File: src/ntcpl_pkg.sv
// Shared constants and types for the NTC polynomial linearizer.
// Used by every module in src; depends on nothing.
package ntcpl_pkg;

  localparam int unsigned SAMPLE_W   = 12;
  localparam int unsigned SCALE_W    = 24;
  localparam int unsigned COEFF_W    = 32;
  localparam int unsigned X_W        = 24;
  localparam int unsigned RES_W      = 32;
  localparam int unsigned ACC_W      = 64;
  localparam int unsigned DIGIT_W    = 2;
  localparam int unsigned CFG_IDX_W  = 4;
  localparam int unsigned CFG_DATA_W = 32;
  localparam int unsigned NUM_COEFF  = 7;
  localparam int unsigned K_W        = 3;
  localparam int unsigned OUT_SHIFT  = 30;

  localparam int unsigned TERM_W      = COEFF_W + X_W;
  localparam int unsigned SCALE_STEPS = SAMPLE_W / DIGIT_W;
  localparam int unsigned POLY_STEPS  = X_W / DIGIT_W;
  localparam int unsigned CNT_W       = $clog2(POLY_STEPS);

  localparam logic [K_W-1:0]     LAST_K      = K_W'(NUM_COEFF - 1);
  localparam logic [SCALE_W-1:0] SCALE_RESET = SCALE_W'(3721);
  localparam logic [X_W-1:0]     X_MAX       = '1;

  // Register indexes of the configuration port.
  localparam logic [CFG_IDX_W-1:0] REG_INPUT_SCALE = CFG_IDX_W'(0);
  localparam logic [CFG_IDX_W-1:0] REG_COEFF_SIX   = CFG_IDX_W'(7);

  typedef struct packed {
    logic clr;
    logic en;
  } mul_ctrl_t;

endpackage

File: src/ntcpl_digit_mul.sv
// Digit-serial shift-add multiplier: one multiplier digit per cycle while enabled.
// Depends on ntcpl_pkg (digit width, control struct).
module ntcpl_digit_mul import ntcpl_pkg::*; #(
  parameter int unsigned MW  = X_W,
  parameter int unsigned LW  = X_W,
  parameter bit          SGN = 1'b0
) (
  input  logic              clk_i,
  input  mul_ctrl_t         ctrl_i,
  input  logic [MW-1:0]     mcand_i,
  input  logic [DIGIT_W-1:0] digit_i,
  output logic [MW-1:0]     hi_o,
  output logic [LW-1:0]     lo_o
);

  localparam int unsigned SW = MW + DIGIT_W;

  logic [MW-1:0] hi_q, hi_d;
  logic [LW-1:0] lo_q, lo_d;
  logic [SW-1:0] mc_ext;
  logic [SW-1:0] pp;
  logic [SW-1:0] sum;
  logic          mc_sign;
  logic          hi_sign;

  always_comb begin
    mc_sign = SGN & mcand_i[MW-1];
    hi_sign = SGN & hi_q[MW-1];
    mc_ext  = {{DIGIT_W{mc_sign}}, mcand_i};
    pp      = '0;
    for (int b = 0; b < DIGIT_W; b++) begin
      if (digit_i[b]) begin
        pp = pp + (mc_ext << b);
      end
    end
    sum = {{DIGIT_W{hi_sign}}, hi_q} + pp;
    // The partial sum moves down one digit; its low digit joins the low product word.
    hi_d = sum[SW-1:DIGIT_W];
    lo_d = {sum[DIGIT_W-1:0], lo_q[LW-1:DIGIT_W]};
  end

  always_ff @(posedge clk_i) begin
    if (ctrl_i.clr) begin
      hi_q <= '0;
      lo_q <= '0;
    end else if (ctrl_i.en) begin
      hi_q <= hi_d;
      lo_q <= lo_d;
    end
  end

  assign hi_o = hi_q;
  assign lo_o = lo_q;

endmodule

File: src/ntcpl_cfg_regs.sv
// Configuration registers: input scale and the seven polynomial coefficients.
// Depends on ntcpl_pkg (widths, register indexes).
module ntcpl_cfg_regs import ntcpl_pkg::*; (
  input  logic                  clk_i,
  input  logic                  rst_ni,
  input  logic                  cfg_we_i,
  input  logic [CFG_IDX_W-1:0]  cfg_index_i,
  input  logic [CFG_DATA_W-1:0] cfg_data_i,
  input  logic [K_W-1:0]        coeff_sel_i,
  output logic [SCALE_W-1:0]    input_scale_o,
  output logic [COEFF_W-1:0]    coeff_o
);

  logic [SCALE_W-1:0] scale_q;
  logic [COEFF_W-1:0] coeff_q [NUM_COEFF];
  logic [K_W-1:0]     widx;

  assign widx = cfg_index_i[K_W-1:0] - K_W'(1);

  always_ff @(posedge clk_i or negedge rst_ni) begin
    if (!rst_ni) begin
      scale_q <= SCALE_RESET;
      for (int i = 0; i < NUM_COEFF; i++) begin
        coeff_q[i] <= '0;
      end
    end else if (cfg_we_i) begin
      if (cfg_index_i == REG_INPUT_SCALE) begin
        scale_q <= cfg_data_i[SCALE_W-1:0];
      end else if (cfg_index_i <= REG_COEFF_SIX) begin
        coeff_q[widx] <= cfg_data_i[COEFF_W-1:0];
      end
    end
  end

  assign input_scale_o = scale_q;
  assign coeff_o = (coeff_sel_i <= LAST_K) ? coeff_q[coeff_sel_i] : '0;

endmodule

File: src/ntc_polynomial_linearizer_core.sv
// Top level of the NTC polynomial linearizer: sequencer, accumulator, output register.
// Depends on ntcpl_pkg, ntcpl_cfg_regs and ntcpl_digit_mul.
//
//   channel  direction  handshake                  payload
//   in       input      in_valid_i / in_ready_o    sample_i
//   out      output     out_valid_o / out_ready_i  channel_o, temp_scaled_o
//   cfg      input      cfg_valid_i / cfg_ready_o  cfg_index_i, cfg_data_i
//
// A new sample is accepted only while the block is idle, after the previous result is registered.
// Each sample passes through the 2-bit digit multipliers: six digits for the scaled sample,
// then twelve digits plus an accumulate step for each of the six powers of x.
// Reset is asynchronous, active low, and leaves channel A next.
// A result waiting on out_ready_i holds the block in its last step; inputs wait.
module ntc_polynomial_linearizer_core import ntcpl_pkg::*; (
  input  logic                  clk_i,
  input  logic                  rst_ni,
  input  logic                  in_valid_i,
  output logic                  in_ready_o,
  input  logic [SAMPLE_W-1:0]   sample_i,
  output logic                  out_valid_o,
  input  logic                  out_ready_i,
  output logic                  channel_o,
  output logic [RES_W-1:0]      temp_scaled_o,
  input  logic                  cfg_valid_i,
  output logic                  cfg_ready_o,
  input  logic [CFG_IDX_W-1:0]  cfg_index_i,
  input  logic [CFG_DATA_W-1:0] cfg_data_i
);

  localparam logic [2:0] ST_IDLE       = 3'd0;
  localparam logic [2:0] ST_SCALE_MUL  = 3'd1;
  localparam logic [2:0] ST_SCALE_DONE = 3'd2;
  localparam logic [2:0] ST_POLY_MUL   = 3'd3;
  localparam logic [2:0] ST_POLY_ACC   = 3'd4;
  localparam logic [2:0] ST_FINAL      = 3'd5;

  localparam logic [CNT_W-1:0] SCALE_LAST = CNT_W'(SCALE_STEPS - 1);
  localparam logic [CNT_W-1:0] POLY_LAST  = CNT_W'(POLY_STEPS - 1);
  localparam logic [ACC_W-1:0] TRUNC_ADJ  = (ACC_W'(1) << OUT_SHIFT) - ACC_W'(1);
  localparam logic [RES_W-1:0] RES_MAX    = {1'b0, {(RES_W-1){1'b1}}};
  localparam logic [RES_W-1:0] RES_MIN    = {1'b1, {(RES_W-1){1'b0}}};
  localparam int unsigned      TOP_LO     = OUT_SHIFT + RES_W - 1;

  logic [2:0]          state_q, state_d;
  logic [CNT_W-1:0]    cnt_q, cnt_d;
  logic [K_W-1:0]      k_q, k_d;
  logic                phase_q, phase_d;
  logic                out_valid_q, out_valid_d;
  logic                channel_q, channel_d;
  logic [RES_W-1:0]    res_q, res_d;
  logic [X_W-1:0]      m_q, m_d;
  logic [X_W-1:0]      x_q, x_d;
  logic [ACC_W-1:0]    sum_q, sum_d;

  logic [SCALE_W-1:0]  input_scale;
  logic [COEFF_W-1:0]  coeff;
  mul_ctrl_t           mul_ctrl;
  logic [X_W-1:0]      p_mcand;
  logic [X_W-1:0]      p_hi, p_lo;
  logic [COEFF_W-1:0]  t_hi;
  logic [X_W-1:0]      t_lo;
  logic [X_W-1:0]      x_scaled;
  logic [ACC_W-1:0]    term_ext;
  logic [ACC_W-1:0]    c0_ext;
  logic [ACC_W-1:0]    adj;
  logic [ACC_W-TOP_LO-1:0] adj_top;
  logic [RES_W-1:0]    res_sat;
  logic                in_acc;
  logic                out_free;

  assign in_ready_o  = (state_q == ST_IDLE);
  assign cfg_ready_o = 1'b1;
  assign in_acc      = in_valid_i && in_ready_o;
  assign out_free    = !out_valid_q || out_ready_i;

  ntcpl_cfg_regs u_cfg (
    .clk_i        (clk_i),
    .rst_ni       (rst_ni),
    .cfg_we_i     (cfg_valid_i),
    .cfg_index_i  (cfg_index_i),
    .cfg_data_i   (cfg_data_i),
    .coeff_sel_i  (k_q),
    .input_scale_o(input_scale),
    .coeff_o      (coeff)
  );

  always_comb begin
    mul_ctrl.clr = (state_q == ST_IDLE) || (state_q == ST_SCALE_DONE) ||
                   (state_q == ST_POLY_ACC);
    mul_ctrl.en  = (state_q == ST_SCALE_MUL) || (state_q == ST_POLY_MUL);
  end

  // The sample is multiplied by the scale first; after that the unit forms x^(k+1).
  assign p_mcand = (state_q == ST_SCALE_MUL) ? input_scale : x_q;

  ntcpl_digit_mul #(
    .MW (X_W),
    .LW (X_W),
    .SGN(1'b0)
  ) u_pow_mul (
    .clk_i  (clk_i),
    .ctrl_i (mul_ctrl),
    .mcand_i(p_mcand),
    .digit_i(m_q[DIGIT_W-1:0]),
    .hi_o   (p_hi),
    .lo_o   (p_lo)
  );

  ntcpl_digit_mul #(
    .MW (COEFF_W),
    .LW (X_W),
    .SGN(1'b1)
  ) u_term_mul (
    .clk_i  (clk_i),
    .ctrl_i (mul_ctrl),
    .mcand_i(coeff),
    .digit_i(m_q[DIGIT_W-1:0]),
    .hi_o   (t_hi),
    .lo_o   (t_lo)
  );

  always_comb begin
    // After six digits the product of sample and scale sits in hi and the top half of lo.
    if (p_hi[X_W-1:SAMPLE_W] != '0) begin
      x_scaled = X_MAX;
    end else begin
      x_scaled = {p_hi[SAMPLE_W-1:0], p_lo[X_W-1:X_W-SAMPLE_W]};
    end
    term_ext = {{(ACC_W-TERM_W){t_hi[COEFF_W-1]}}, t_hi, t_lo};
    c0_ext   = {{(ACC_W-COEFF_W-X_W){coeff[COEFF_W-1]}}, coeff, {X_W{1'b0}}};
    // Adding 2^30 - 1 to a negative sum makes the arithmetic shift round toward zero.
    adj      = sum_q + (sum_q[ACC_W-1] ? TRUNC_ADJ : '0);
    adj_top  = adj[ACC_W-1:TOP_LO];
    if ((&adj_top) || !(|adj_top)) begin
      res_sat = adj[TOP_LO:OUT_SHIFT];
    end else begin
      res_sat = adj[ACC_W-1] ? RES_MIN : RES_MAX;
    end
  end

  always_comb begin
    state_d     = state_q;
    cnt_d       = cnt_q;
    k_d         = k_q;
    phase_d     = phase_q;
    out_valid_d = out_valid_q;
    channel_d   = channel_q;
    res_d       = res_q;
    m_d         = m_q;
    x_d         = x_q;
    sum_d       = sum_q;

    if (out_valid_q && out_ready_i) begin
      out_valid_d = 1'b0;
    end

    case (state_q)
      ST_IDLE: begin
        if (in_acc) begin
          m_d     = {{(X_W-SAMPLE_W){1'b0}}, sample_i};
          sum_d   = c0_ext;
          cnt_d   = '0;
          state_d = ST_SCALE_MUL;
        end
      end
      ST_SCALE_MUL: begin
        m_d = m_q >> DIGIT_W;
        if (cnt_q == SCALE_LAST) begin
          cnt_d   = '0;
          state_d = ST_SCALE_DONE;
        end else begin
          cnt_d = cnt_q + CNT_W'(1);
        end
      end
      ST_SCALE_DONE: begin
        x_d     = x_scaled;
        m_d     = x_scaled;
        k_d     = K_W'(1);
        state_d = ST_POLY_MUL;
      end
      ST_POLY_MUL: begin
        m_d = m_q >> DIGIT_W;
        if (cnt_q == POLY_LAST) begin
          cnt_d   = '0;
          state_d = ST_POLY_ACC;
        end else begin
          cnt_d = cnt_q + CNT_W'(1);
        end
      end
      ST_POLY_ACC: begin
        // Odd powers are subtracted, even powers added.
        sum_d = k_q[0] ? (sum_q - term_ext) : (sum_q + term_ext);
        m_d   = p_hi;
        if (k_q == LAST_K) begin
          state_d = ST_FINAL;
        end else begin
          k_d     = k_q + K_W'(1);
          state_d = ST_POLY_MUL;
        end
      end
      ST_FINAL: begin
        if (out_free) begin
          out_valid_d = 1'b1;
          channel_d   = phase_q;
          res_d       = res_sat;
          phase_d     = !phase_q;
          k_d         = '0;
          state_d     = ST_IDLE;
        end
      end
      default: begin
        state_d = ST_IDLE;
      end
    endcase
  end

  always_ff @(posedge clk_i or negedge rst_ni) begin
    if (!rst_ni) begin
      state_q     <= ST_IDLE;
      cnt_q       <= '0;
      k_q         <= '0;
      phase_q     <= 1'b0;
      out_valid_q <= 1'b0;
    end else begin
      state_q     <= state_d;
      cnt_q       <= cnt_d;
      k_q         <= k_d;
      phase_q     <= phase_d;
      out_valid_q <= out_valid_d;
    end
  end

  always_ff @(posedge clk_i) begin
    channel_q <= channel_d;
    res_q     <= res_d;
    m_q       <= m_d;
    x_q       <= x_d;
    sum_q     <= sum_d;
  end

  assign out_valid_o   = out_valid_q;
  assign channel_o     = channel_q;
  assign temp_scaled_o = res_q;

  a_pw_load: assert property (@(posedge clk_i) disable iff (!rst_ni)
    (state_q == ST_SCALE_DONE) |=> (m_q == x_q))
    else $error("first power of x not loaded into the digit register");

  a_start: assert property (@(posedge clk_i) disable iff (!rst_ni)
    (in_valid_i && in_ready_o) |=> (state_q == ST_SCALE_MUL))
    else $error("accepted sample did not start the scale multiply");

  a_k_range: assert property (@(posedge clk_i) disable iff (!rst_ni)
    (state_q == ST_POLY_MUL) |-> (k_q >= K_W'(1) && k_q <= LAST_K))
    else $error("power index out of range during multiply");

  a_out_drain: assert property (@(posedge clk_i) disable iff (!rst_ni)
    (out_valid_o && out_ready_i && state_q != ST_FINAL) |=> !out_valid_o)
    else $error("result repeated after its transaction");

endmodule
File: config.mk
export PLATFORM = sky130hd
export DESIGN_NAME = ntc_polynomial_linearizer_core
export DESIGN_NICKNAME = d
export VERILOG_FILES = /design/src/ntcpl_pkg.sv /design/src/ntcpl_digit_mul.sv /design/src/ntcpl_cfg_regs.sv /design/src/ntc_polynomial_linearizer_core.sv
export SDC_FILE = /design/constraint.sdc
export NUM_CORES = 1
export LEC_CHECK = 0
export BUFFER_PORTS_ARGS = -buffer_cell sky130_fd_sc_hd__buf_2
export CAP_MARGIN = 20
export CORE_MARGIN = 3
export CORE_UTILIZATION = 50
export DETAILED_ROUTE_END_ITERATION = 12
export GPL_TIMING_DRIVEN = 0
export PLACE_DENSITY = 0.66
export SKIP_CTS_REPAIR_TIMING = 1
export SLEW_MARGIN = 20
export SYNTH_ARGS = -nofsm -noshare
export SYNTH_HDL_FRONTEND = slang
export SYNTH_HIERARCHICAL = 1
export SYNTH_SLANG_ARGS = --single-unit
File: constraint.sdc
create_clock -name clk_i -period 7.6 [get_ports clk_i]
set_input_delay 1.52 -clock clk_i [delete_from_list [all_inputs] [get_ports clk_i]]
set_output_delay 1.52 -clock clk_i [all_outputs]
set_load 0.02 [all_outputs]
Word-level counts from Yosys, hierarchy flattened
Index checks and enable logic that the tools add are counted.

Flip-flop bits (word level): 509. Bits of input ports: 53. Output and inout bits: 36. Word-level logic and storage cells: 118.

Add/sub/neg operators: 10. $lt $le $gt $ge: 5. Equality and inequality tests: 13. Mux-type cells: 36. Bitwise gates (word level): 3. Reductions and logical operators: 29.

Operators by type and width (count): $bwmux W224 (1); $mux W32 (6); $mux W64 (2); $pmux W64 S2 (1); $bmux W32 S3 (1); $demux W32 S3 (1); $mux W24 (4); $pmux W24 S4 (1); $add A34 B34 Y34 (2); $mux W34 (2); $add A64 B30 Y64 (1); $add A64 B64 Y64 (1); $sub A64 B64 Y64 (1); $mux W30 (1); $add A24 B26 Y26 (1); $add A26 B25 Y26 (1); $mux W26 (1); $mux W3 (6); $pmux W3 S6 (1); $mux W4 (3); $pmux W4 S3 (1); $reduce_bool A12 Y1 (1); $reduce_and A2 Y1 (5); $eq A3 B3 Y1 const B (3); other kinds (29) (48).

Logic depth before layout (Yosys ltp)
Depth in word-level cells: 9. Mapped depth: 28. Mapped depth without buffers: 26.

Hierarchy
Netlist, hierarchy kept.

Modules (own cells, without submodules): ntc_polynomial_linearizer_core (times used 1, cells each 1496, area an instance 13299.0 um2, sequential area each 4654.5 um2); ntcpl_cfg_regs (times used 1, cells each 795, area an instance 11403.4 um2, sequential area each 6213.5 um2); ntcpl_digit_mul at u_term_mul (times used 1, cells each 742, area an instance 5999.5 um2, sequential area each 1121.1 um2); ntcpl_digit_mul at u_pow_mul (times used 1, cells each 535, area an instance 4425.5 um2, sequential area each 960.9 um2).

Worst setup path after synthesis
Ideal clock, no wire load.

Path kind: input to register. From: input in_valid_i. To: register sum_q[0], enable pin. Library setup time: 565 ps. Data arrival time: 5917 ps. Required time: 7035 ps. Setup slack: 1119 ps. Stages: 2. Path buffers: 0. Path through: nor2_1 nor3_1.

Longest elaborated chain between the ends: 3.

RTL lines: start: declaration (line ntc_polynomial_linearizer_core.sv:17) `input logic in_valid_i,`; $logic_and A1 B1 Y1 (line ntc_polynomial_linearizer_core.sv:73) `assign in_acc = in_valid_i && in_ready_o;`; $ne A2 B1 Y1 (no source line); $reduce_and A2 Y1 (no source line); end signal: assignment (line ntc_polynomial_linearizer_core.sv:238) `sum_q <= sum_d;`; end: declaration (line ntc_polynomial_linearizer_core.sv:53) `logic [ACC_W-1:0] sum_q, sum_d;`.

No other way between the ends. A chain may end at the register's enable or synchronous reset.

Worst setup path in the final report
From: register k_q[1]. To: register u_term_mul.hi_q[31], in the netlist u_term_mul/hi_o[31].

Longest elaborated chain between the ends: 9. Elaborated cells between the ends (all ways): 10. Classes of those cells: add/sub: 2; order compare: 1; mux: 6; bitwise: 1.

RTL lines: start: declaration (line ntc_polynomial_linearizer_core.sv:46) `logic [K_W-1:0] k_q, k_d;`; start signal: assignment (line ntc_polynomial_linearizer_core.sv:227) `k_q <= k_d;`; $not A3 Y4 (not written as such) (line ntcpl_cfg_regs.sv:36) `assign coeff_o = (coeff_sel_i <= LAST_K) ? coeff_q[coeff_sel_i] : '0;`; $bmux W32 S3 (line ntcpl_cfg_regs.sv:36); $mux W32 (not written as such) (2 in series) (line ntcpl_cfg_regs.sv:36); $mux W32 * (line ntcpl_cfg_regs.sv:36); named net coeff[1] (line ntc_polynomial_linearizer_core.sv:56) `logic [COEFF_W-1:0] coeff;`; $mux W34 (line ntcpl_digit_mul.sv:32) `if (digit_i[b]) begin`; $add A34 B34 Y34 (line ntcpl_digit_mul.sv:33) `pp = pp + (mc_ext << b);`; $mux W34 * (line ntcpl_digit_mul.sv:32); $add A34 B34 Y34 * (line ntcpl_digit_mul.sv:36) `sum = {{DIGIT_W{hi_sign}}, hi_q} + pp;`; end signal: assignment (line ntcpl_digit_mul.sv:47) `hi_q <= hi_d;`; end: declaration (line ntcpl_digit_mul.sv:18) `logic [MW-1:0] hi_q, hi_d;`.

The timed path passes the listed nets; every way through them passes the cells marked *. The select of a mux whose other input is x is not followed.

==> results.json <==
{
  "clkLatencyLatePin_ps": 650,
  "hold_path_class": "reg2reg",
  "period_minus_slack_ps": 7070,
  "fin_skew_ps": 34.3,
  "cts_htree_levels": 2,
  "areaGrowthSynthToFinish_pct": 10.8,
  "fp.dieH_um": 270,
  "ant_nets": 0,
  "dp.cells": 4552,
  "num_vias": 27079,
  "std_cell_rows": 95,
  "clk_pin_slew_ps": 60,
  "cts_buffer_depth": 3,
  "drtIter0Drc": 1940,
  "final_cells": 4661,
  "numCtsBuffers": 55,
  "dp_hpwl_mm": 71.6,
  "tightest_slew_ps": 1080,
  "drive_above_1_share_pct": 19.1,
  "viasPerCell": 5.81,
  "critPathArrivalTime_ps": 7590,
  "final_common_cell": "nor2_1",
  "yosysWarnings": 6,
  "core_area_um2": 68000,
  "nets": 3947,
  "gr-max-usage-layer": "met2",
  "final_hold_viol_count": 0,
  "use_met1_pct": 34.6,
  "grt_max_degree": 99,
  "maxSlewViolCount": 0,
  "grt_overflow_total": 0,
  "route.detailed.drc": 0,
  "dr.pass1.iters": 7,
  "cp-end-kind": "flip-flop",
  "leakage_nw": 16.2,
  "required_ps": 8110,
  "synth_area_um2": 34700,
  "fin_tns_setup_ps": 0,
  "tritoncts": "done",
  "clock-sinks": 497,
  "outcome": "finished, final reports clean",
  "grt_pass1_vias": 26172,
  "ir_worst_vdd_mv": 0.283,
  "grt_pass1_wl_mm": 147,
  "fmax_mhz": 141,
  "setup_viol": 0,
  "die_x_um": 270,
  "grt_util_met2_pct": 41.6,
  "syn_inst": 3532,
  "synth_fp_nets": 3791,
  "start_util_pct": 51.1,
  "slew_headroom_pct": 27.2,
  "num_io_pins": 89,
  "antenna_found_initial": 10,
  "avgSynthCellArea_um2": 9.83,
  "fin_crit_sh_pct": 93.1,
  "clockRootBuffer": "clkbuf_16",
  "use_met3_pct": 3.30,
  "worstPathMaxFanout": 10,
  "maxCapViolations": 0,
  "wl_per_cell_um": 20.1,
  "rsz0062_at_grt": "no",
  "gp_congestion": 0.942,
  "mostFrequentLayoutCells": "268 x nor2_1, 263 x mux2_2, 253 x dfrtp_1",
  "power_density_nw_per_um2": 440,
  "path_class": "reg2reg",
  "drt_wl_total_mm": 93.9,
  "critPathLaunchType": "flip-flop",
  "die_area_um2": 72600,
  "port_buffers": 87,
  "track_usage_pct": 25.0
}
[area by class of cell]
cell class | instances | area [um2]
fillers | 6166 | 29500
multi-input cells | 2770 | 20900
flip-flops and latches | 497 | 12700
clock buffers | 81 | 1620
well taps | 921 | 1150
plain buffers | 195 | 991
repair buffers | 99 | 607
inverters | 70 | 263
clock inverters | 23 | 209
diodes | 5 | 12.5
[metrics by stage]
stage                     hold WS, ps  power, mW  instance area, um2  setup WS (ps)  utilization, %
after global placement            449       14.0               36300          -1420            53.4
after detailed placement          467       14.1               36500           -664            53.7
after global routing              496       18.3               38500           21.5            56.6
final                             470       17.0               38500            526            56.6
after CTS                         476       16.8               38300           -700            56.4
after floorplan                   437       11.9               34700           1120               -
[routing by layer]
metal / wire, um / vias up
li1: - / 13278
met1: 43200 / 13038
met2: 43500 / 618
met3: 4760 / 141
met4: 2350 / 4
met5: 34 / -
[sequential cells by signal, indices dropped and copies added (netlist names), 3 cells and up]
register             flops
state_q                  3
u_cfg/input_scale_o     24
u_pow_mul/hi_o          24
u_pow_mul/lo_o          12
x_q                     24
u_term_mul/lo_o         24
m_q                     24
sum_q                   64
u_cfg/coeff_q          224
u_term_mul/hi_o         32
k_q                      3
temp_scaled_o           32
cnt_q                    4
[power by group]
| part | switching, mW | total, mW | internal (mW) |
|---|---|---|---|
| logic | 5.68 | 10.1 | 4.44 |
| clock network | 1.14 | 2.66 | 1.52 |
| registers | 0.603 | 4.18 | 3.58 |
| total | 7.42 | 17.0 | 9.53 |
[worst paths after layout]
check / start / to / slack, ps / depth (start not counted)
worst min-delay path: phase_q / phase_q / 470 / 1
worst max-delay path: k_q[1] / u_term_mul/hi_o[31] / 530 / 26
min in group asynchronous: rst_ni / u_cfg/input_scale_o[8] / 860 / 1
worst min register to register: phase_q / phase_q / 470 / 1
max in group asynchronous: rst_ni / phase_q / 5760 / 2
worst max register to register: k_q[1] / u_term_mul/hi_o[31] / 530 / 26
[worst max-delay path, cell delays in order, from the launching register on]
cell,delay [ps]
dfrtp_1,410
clkbuf_4,260
clkbuf_4,270
clkbuf_4,310
mux2i_1,230
a22o_1,220
a31oi_4,90
and2_1,270
ha_1,220
fa_1,470
o211ai_1,220
o311ai_2,180
o211ai_1,340
nand3_1,130
maj3_1,380
xnor2_1,140
a21oi_1,180
ha_1,320
or2_2,340
a21oi_1,230
o31ai_1,140
o2111ai_1,360
a21oi_1,150
o21a_1,210
or3b_1,370
mux2i_1,170
mux2_1,330
Note: power is estimated with default switching activity, not from simulation.
